$ cat config.mk
export PLATFORM = sky130hd
export DESIGN_NAME = isbq_ctrl
export DESIGN_NICKNAME = d
export VERILOG_FILES = /design/src/rtl/isbq_pkg.sv /design/src/rtl/isbq_ctrl.sv
export SDC_FILE = /design/constraint.sdc
export NUM_CORES = 1
export LEC_CHECK = 0
export BUFFER_PORTS_ARGS = -buffer_cell sky130_fd_sc_hd__buf_2
export CAP_MARGIN = 20
export CORE_AREA = 2 2 39 41
export DETAILED_ROUTE_END_ITERATION = 6
export DIE_AREA = 0 0 41 43
export SLEW_MARGIN = 20
export SYNTH_ARGS = -nofsm -noshare
export SYNTH_HDL_FRONTEND = slang
export SYNTH_SLANG_ARGS = --single-unit
$ cat constraint.sdc
create_clock -name i_clk -period 1.35 [get_ports i_clk]
set_clock_uncertainty 0.15 [all_clocks]
set_input_delay 0.0675 -clock i_clk [delete_from_list [all_inputs] [get_ports i_clk]]
set_output_delay 0.0675 -clock i_clk [all_outputs]
set_load 0.01 [all_outputs]
$ cat src/rtl/isbq_pkg.sv
// Shared constants, types and controller state encoding for the interval store.
`default_nettype none
package isbq_pkg;

    localparam int CAPACITY   = 256;
    localparam int COORD_BITS = 16;
    localparam int QUERY_BITS = COORD_BITS + 1;
    localparam int ADDR_W     = (CAPACITY > 1) ? $clog2(CAPACITY) : 1;
    localparam int CNT_W      = $clog2(CAPACITY + 1);

    typedef logic [COORD_BITS-1:0] t_coord;
    typedef logic [QUERY_BITS-1:0] t_qval;
    typedef logic [ADDR_W-1:0]     t_addr;
    typedef logic [CNT_W-1:0]      t_cnt;

    localparam logic REQ_INSERT = 1'b0;
    localparam logic REQ_QUERY  = 1'b1;

    typedef enum logic [1:0] {
        ST_IDLE,
        ST_SCAN,
        ST_DRAIN,
        ST_DONE
    } t_state;

    // controller to datapath
    typedef struct packed {
        logic ins_start;  // insert beat accepted: write table, load result
        logic qry_start;  // query beat accepted: capture window, clear best
        logic rd_issue;   // read the entry at the scan pointer and advance
        logic load_best;  // load the scan result into the output register
    } t_dp_cmd;

    // datapath to controller
    typedef struct packed {
        logic count_zero;
        logic last_addr;
    } t_dp_sts;

endpackage
`default_nettype wire

$ cat src/rtl/isbq_ctrl.sv
// Controller: request handshake, scan sequencing and output valid.
`default_nettype none
module isbq_ctrl (
    input  wire logic              i_clk,
    input  wire logic              i_rst_n,
    input  wire logic              i_in_valid,
    input  wire logic              i_req_type,
    output logic                   o_in_ready,
    input  wire logic              i_out_ready,
    output logic                   o_out_valid,
    output isbq_pkg::t_dp_cmd      o_cmd,
    input  wire isbq_pkg::t_dp_sts i_sts
);
    import isbq_pkg::*;

    t_state r_state, n_state;
    logic   r_out_vld, n_out_vld;
    logic   w_accept;

    assign o_in_ready  = (r_state == ST_IDLE) && (!r_out_vld || i_out_ready);
    assign w_accept    = i_in_valid && o_in_ready;
    assign o_out_valid = r_out_vld;

    always_comb begin
        n_state = r_state;
        unique case (r_state)
            ST_IDLE: begin
                if (w_accept && i_req_type == REQ_QUERY && !i_sts.count_zero) begin
                    n_state = ST_SCAN;
                end
            end
            ST_SCAN: begin
                if (i_sts.last_addr) begin
                    n_state = ST_DRAIN;
                end
            end
            ST_DRAIN: n_state = ST_DONE;
            ST_DONE:  n_state = ST_IDLE;
            default:  n_state = ST_IDLE;
        endcase
    end

    always_comb begin
        o_cmd     = '0;
        n_out_vld = r_out_vld && !i_out_ready;
        unique case (r_state)
            ST_IDLE: begin
                if (w_accept) begin
                    o_cmd.ins_start = (i_req_type == REQ_INSERT);
                    o_cmd.qry_start = (i_req_type == REQ_QUERY);
                    // inserts, and queries on an empty store, answer at once
                    if (i_req_type == REQ_INSERT || i_sts.count_zero) begin
                        n_out_vld = 1'b1;
                    end
                end
            end
            ST_SCAN:  o_cmd.rd_issue = 1'b1;
            ST_DRAIN: ;
            ST_DONE: begin
                o_cmd.load_best = 1'b1;
                n_out_vld       = 1'b1;
            end
            default: ;
        endcase
    end

    always_ff @(posedge i_clk) begin
        if (!i_rst_n) begin
            r_state   <= ST_IDLE;
            r_out_vld <= 1'b0;
        end else begin
            r_state   <= n_state;
            r_out_vld <= n_out_vld;
        end
    end

endmodule
`default_nettype wire

### Word level (Yosys, flattened, before mapping)

Cells that the tools add are included.

* eq/ne operators: 5
* multiplexer cells: 10
* bitwise gates (word level): 1
* reductions and logical operators: 12

Operator list (number)
* 2-bit 2-to-1 mux: 4
* 2-bit case mux with 4 select lines: 1
* 1-bit logical AND: 5
* 2-bit == test (second input constant): 2
* 1-bit 2-to-1 mux: 4
* 1-bit zero test: 3
* 2-bit by 1-bit == test with 1-bit output (second input constant): 1
* 2-bit zero test: 1
* 1-bit logical OR: 2
* 2-bit by 1-bit inequality test with 1-bit output (second input constant): 1
* 2-bit inequality test (second input constant): 1
* 1-bit case mux with 2 select lines: 1
* 2-bit AND reduction: 1
* 1-bit inverter: 1

* flip-flop bits (word level): 3
* input port bits: 7
* output and inout port bits: 6
* logic and storage cells: 30

### Logic depth before layout (Yosys ltp)

* word-level depth: 8
* mapped depth: 6
* mapped depth without buffers: 6

### Worst setup path before layout

OpenSTA, ideal clock, no wires.

* kind: register to register
* start: register r_state[1]
* end: register r_state[0]
* setup time: 0.072 ns
* data arrival time: 1.218 ns
* data required time: 1.128 ns
* path slack: -0.090 ns
* stages on the path, launching flop included: 7
* path buffers: 0
* clock period less this slack: 1.440 ns
* path through: dfxtp_1 inv_1 ha_1 nor2b_4 nor3_2 a31oi_2 mux2i_1

* word-level cells in the longest chain between the ends: 7
* elaborated cells between the ends (all ways): 12
* those cells by class: eq/ne: 5; mux: 1; reduce/logical: 6

Ends and longest elaborated chain
* from (decl): RTL line isbq_ctrl.sv:16 `t_state r_state, n_state;`
* from (signal assigned): RTL line isbq_ctrl.sv:72 `r_state <= n_state;`
* 2-bit zero test: RTL line isbq_ctrl.sv:20, isbq_ctrl.sv:26
* 1-bit logical AND: RTL line isbq_ctrl.sv:20 `assign o_in_ready = (r_state == ST_IDLE) && (!r_out_vld || i_out_ready);`
* 1-bit logical AND: RTL line isbq_ctrl.sv:21 `assign w_accept = i_in_valid && o_in_ready;`
* 1-bit logical AND (2 in series): RTL line isbq_ctrl.sv:28 `if (w_accept && i_req_type == REQ_QUERY && !i_sts.count_zero) begin`
* 2-bit by 1-bit inequality test with 1-bit output (no source line)
* 2-bit AND reduction (no source line)

Parallel ways exist; a longest one is shown, timed or not.
A chain may end at the register's enable or synchronous reset.

==> run metrics <==
num rows=14; Core ar.=1380 um^2; WL final=720 um; WP data required=1.13 ns; peak supply drop=0.594 mV; number of buffers created by CTS=3; post-synthesis sequential area ratio=22.9%; r2r worst-path depth=6; setup slack on the worst flop-to-flop path=-0.06 ns; CP Launch Type=flip-flop; Final nets=67; Leak=0.000253 uW; fillers=148; die height=43 um; DR vias/cell=4.09; HP Start=i_in_valid; CTS tree=built; Clock Tree Buf Depth=2; destination of the worst hold path=r_state[1]; Seq. cell area=62.6 um^2; largest net degree at the start of global routing=6; Fin. Hold Viols=0; worst-path maximum fanout=3; GPL Wtd Cong=0.674; Congestion Overflow GR=0; post-route core utilization=38.6%; synthesized area=263 um^2; Worst-Margin Slew=0.186 ns; final worst-path cycle share=105%; Clock Latency Late Sink=0.23 ns; final setup vio count=4; WHS Path Cells=3; DR iter-0 viols=0; Final min period=1.41 ns; syn_nets=42; Min-Delay Path Class=primary input to flip-flop; Antenna diodes=0; CTS root buf=clkbuf_4; Reg-to-Reg Start=r_state[0]; Initial Util=19.0%; Syn Area/Cell=8.76 um^2; status=complete, but fails checks; Synth Register Bits=3; DR vias=286; critical path capture point type=output port; Max Slew Vio Count=0; CTS Sinks=3; most frequent cells in the layout=buf_2, buf_4, nand2_1, buf_6; Multi-input gate area=267 um^2; die extent in x=41 um; total track usage=10.5%; failing checks=setup timing; H-tree lvl count=1; Detail Route Antenna Nets=0; input/output buffers=12; PD cells=1660 nW/um^2; initial antenna violation count=0; total power=889 uW; drt pass-1 iters=1; worst setup margin=-0.0634 ns; most common cell after layout, fill and taps aside=buf_2; I/O pin total=13; vias in the first global route=294; Worst R2R End=r_state[0]; Routed WL per cell=10.3 um; global-route wire length before repair=1.19 mm; max-cap check violation count=0; worst setup path category=flip-flop to output port; critical path's slowest cell=dfxtp_2; DR DRC count=0; relative slew slack=87.5%; crit-path max cell delay=0.34 ns; Data arrival, critical path=1.20 ns; worst-path cell chain=inv_2 > ha_4 > and2_4 > and3_4 > buf_6; layout cells sized above 1=68.5%; die area=1760 um^2; post-route setup TNS=-0.222 ns; RSZ-0062 raised after global routing=yes; CTS clk-pin slew, worst paths=0.04 ns; Layout area overhead=103%; Gate Count Post-Synth=30; synth unique cells=15; highest clock rate=707 MHz; YS warnings=0
metal layers:
metal	vias to the layer above	track usage [%]	routed length [um]
met3	0	3.14	28
met2	4	16.3	431
met1	134	11.2	261
met5	-	0	0
met4	0	8.00	0
li1	148	-	-
how the worst max path moves through the flow:
| stage | from | endpoint | slack, ns | cells after the start |
|---|---|---|---|---|
| finish | r_state[0] | o_cmd[3] | -0.06 | 5 |
| global route | r_state[0] | r_state[1] | -0.13 | 6 |
| CTS | r_state[1] | o_cmd[3] | -0.07 | 5 |
| detailed placement | r_state[1] | r_state[0] | -0.02 | 6 |
| global placement | r_state[0] | o_out_valid | -0.01 | 5 |
| floorplan | r_state[1] | r_state[0] | 0.006 | 6 |
flip-flops by register name, summed over array words and instances (netlist names):
| name | count |
|---|---|
| o_out_valid | 1 |
| r_state | 2 |
worst max-delay path, delay by kind of cell, from the launching register on:
| family | cells | cell delay (ns) |
|---|---|---|
| fa+ha+maj | 1 | 0.16 |
| buf+inv | 2 | 0.17 |
| flops | 1 | 0.34 |
| simple gates | 2 | 0.30 |
synth_stat cells, drive strengths merged:
| cell type | n | area (um^2) |
|---|---|---|
| ha | 5 | 62.6 |
| nand2 | 4 | 15.0 |
| dfxtp | 3 | 60.1 |
| inv | 3 | 11.3 |
| and3 | 2 | 12.5 |
| mux2i | 2 | 20.0 |
| nor2 | 2 | 7.51 |
| o21ai | 2 | 10.0 |
| a21oi | 1 | 5.00 |
| a31oi | 1 | 12.5 |
| and2 | 1 | 6.26 |
| nand2b | 1 | 6.26 |
| nor2b | 1 | 13.8 |
| nor3 | 1 | 10.0 |
| o211a | 1 | 10.0 |
final cells by class:
cell class | instances | share of cell area, %
clock buffer | 4 | 4.92
sequential | 3 | 11.7
multi-input combinational | 24 | 49.9
inverter | 3 | 2.58
tap | 16 | 3.75
timing repair buffer | 20 | 27.2
metrics by stage:
stage / instances / setup WS, ns / cell area (um^2) / hold slack [ns]
final: 70 / -0.0634 / 534 / 0.0909
after global routing: 70 / -0.131 / 534 / 0.0973
after CTS: 70 / -0.0677 / 510 / 0.0755
after detailed placement: 62 / -0.0211 / 387 / 0.208
after global placement: 62 / -0.00990 / 387 / 0.205
after floorplan: 30 / 0.00642 / 277 / 0.0509
where the power goes:
part	switching (uW)	total, uW	internal (uW)	leakage (uW)
Clock	42.8	153	111	0.0000150
Combinational	256	585	329	0.000213
Sequential	28.2	151	123	0.0000254
Total	327	889	562	0.000253
cell families after synthesis:
group	after synthesis	synth area share (%)
compound gates	5	14.3
simple gates	12	27.1
mux	2	7.62
fa+ha+maj	5	23.8
buf+inv	3	4.29
flops	3	22.9
timing repair:
| action | CTS | global route |
|---|---|---|
| gates cloned | 0 | 0 |
| hold buffers | 1 | 0 |
| setup endpoints to repair | 6 | 5 |
| pin swaps | 2 | 1 |
| hold endpoints to repair | 3 | 0 |
| setup buffers | 3 | 0 |
| resized for setup | 15 | 3 |
(Power assumes the default switching activity.)
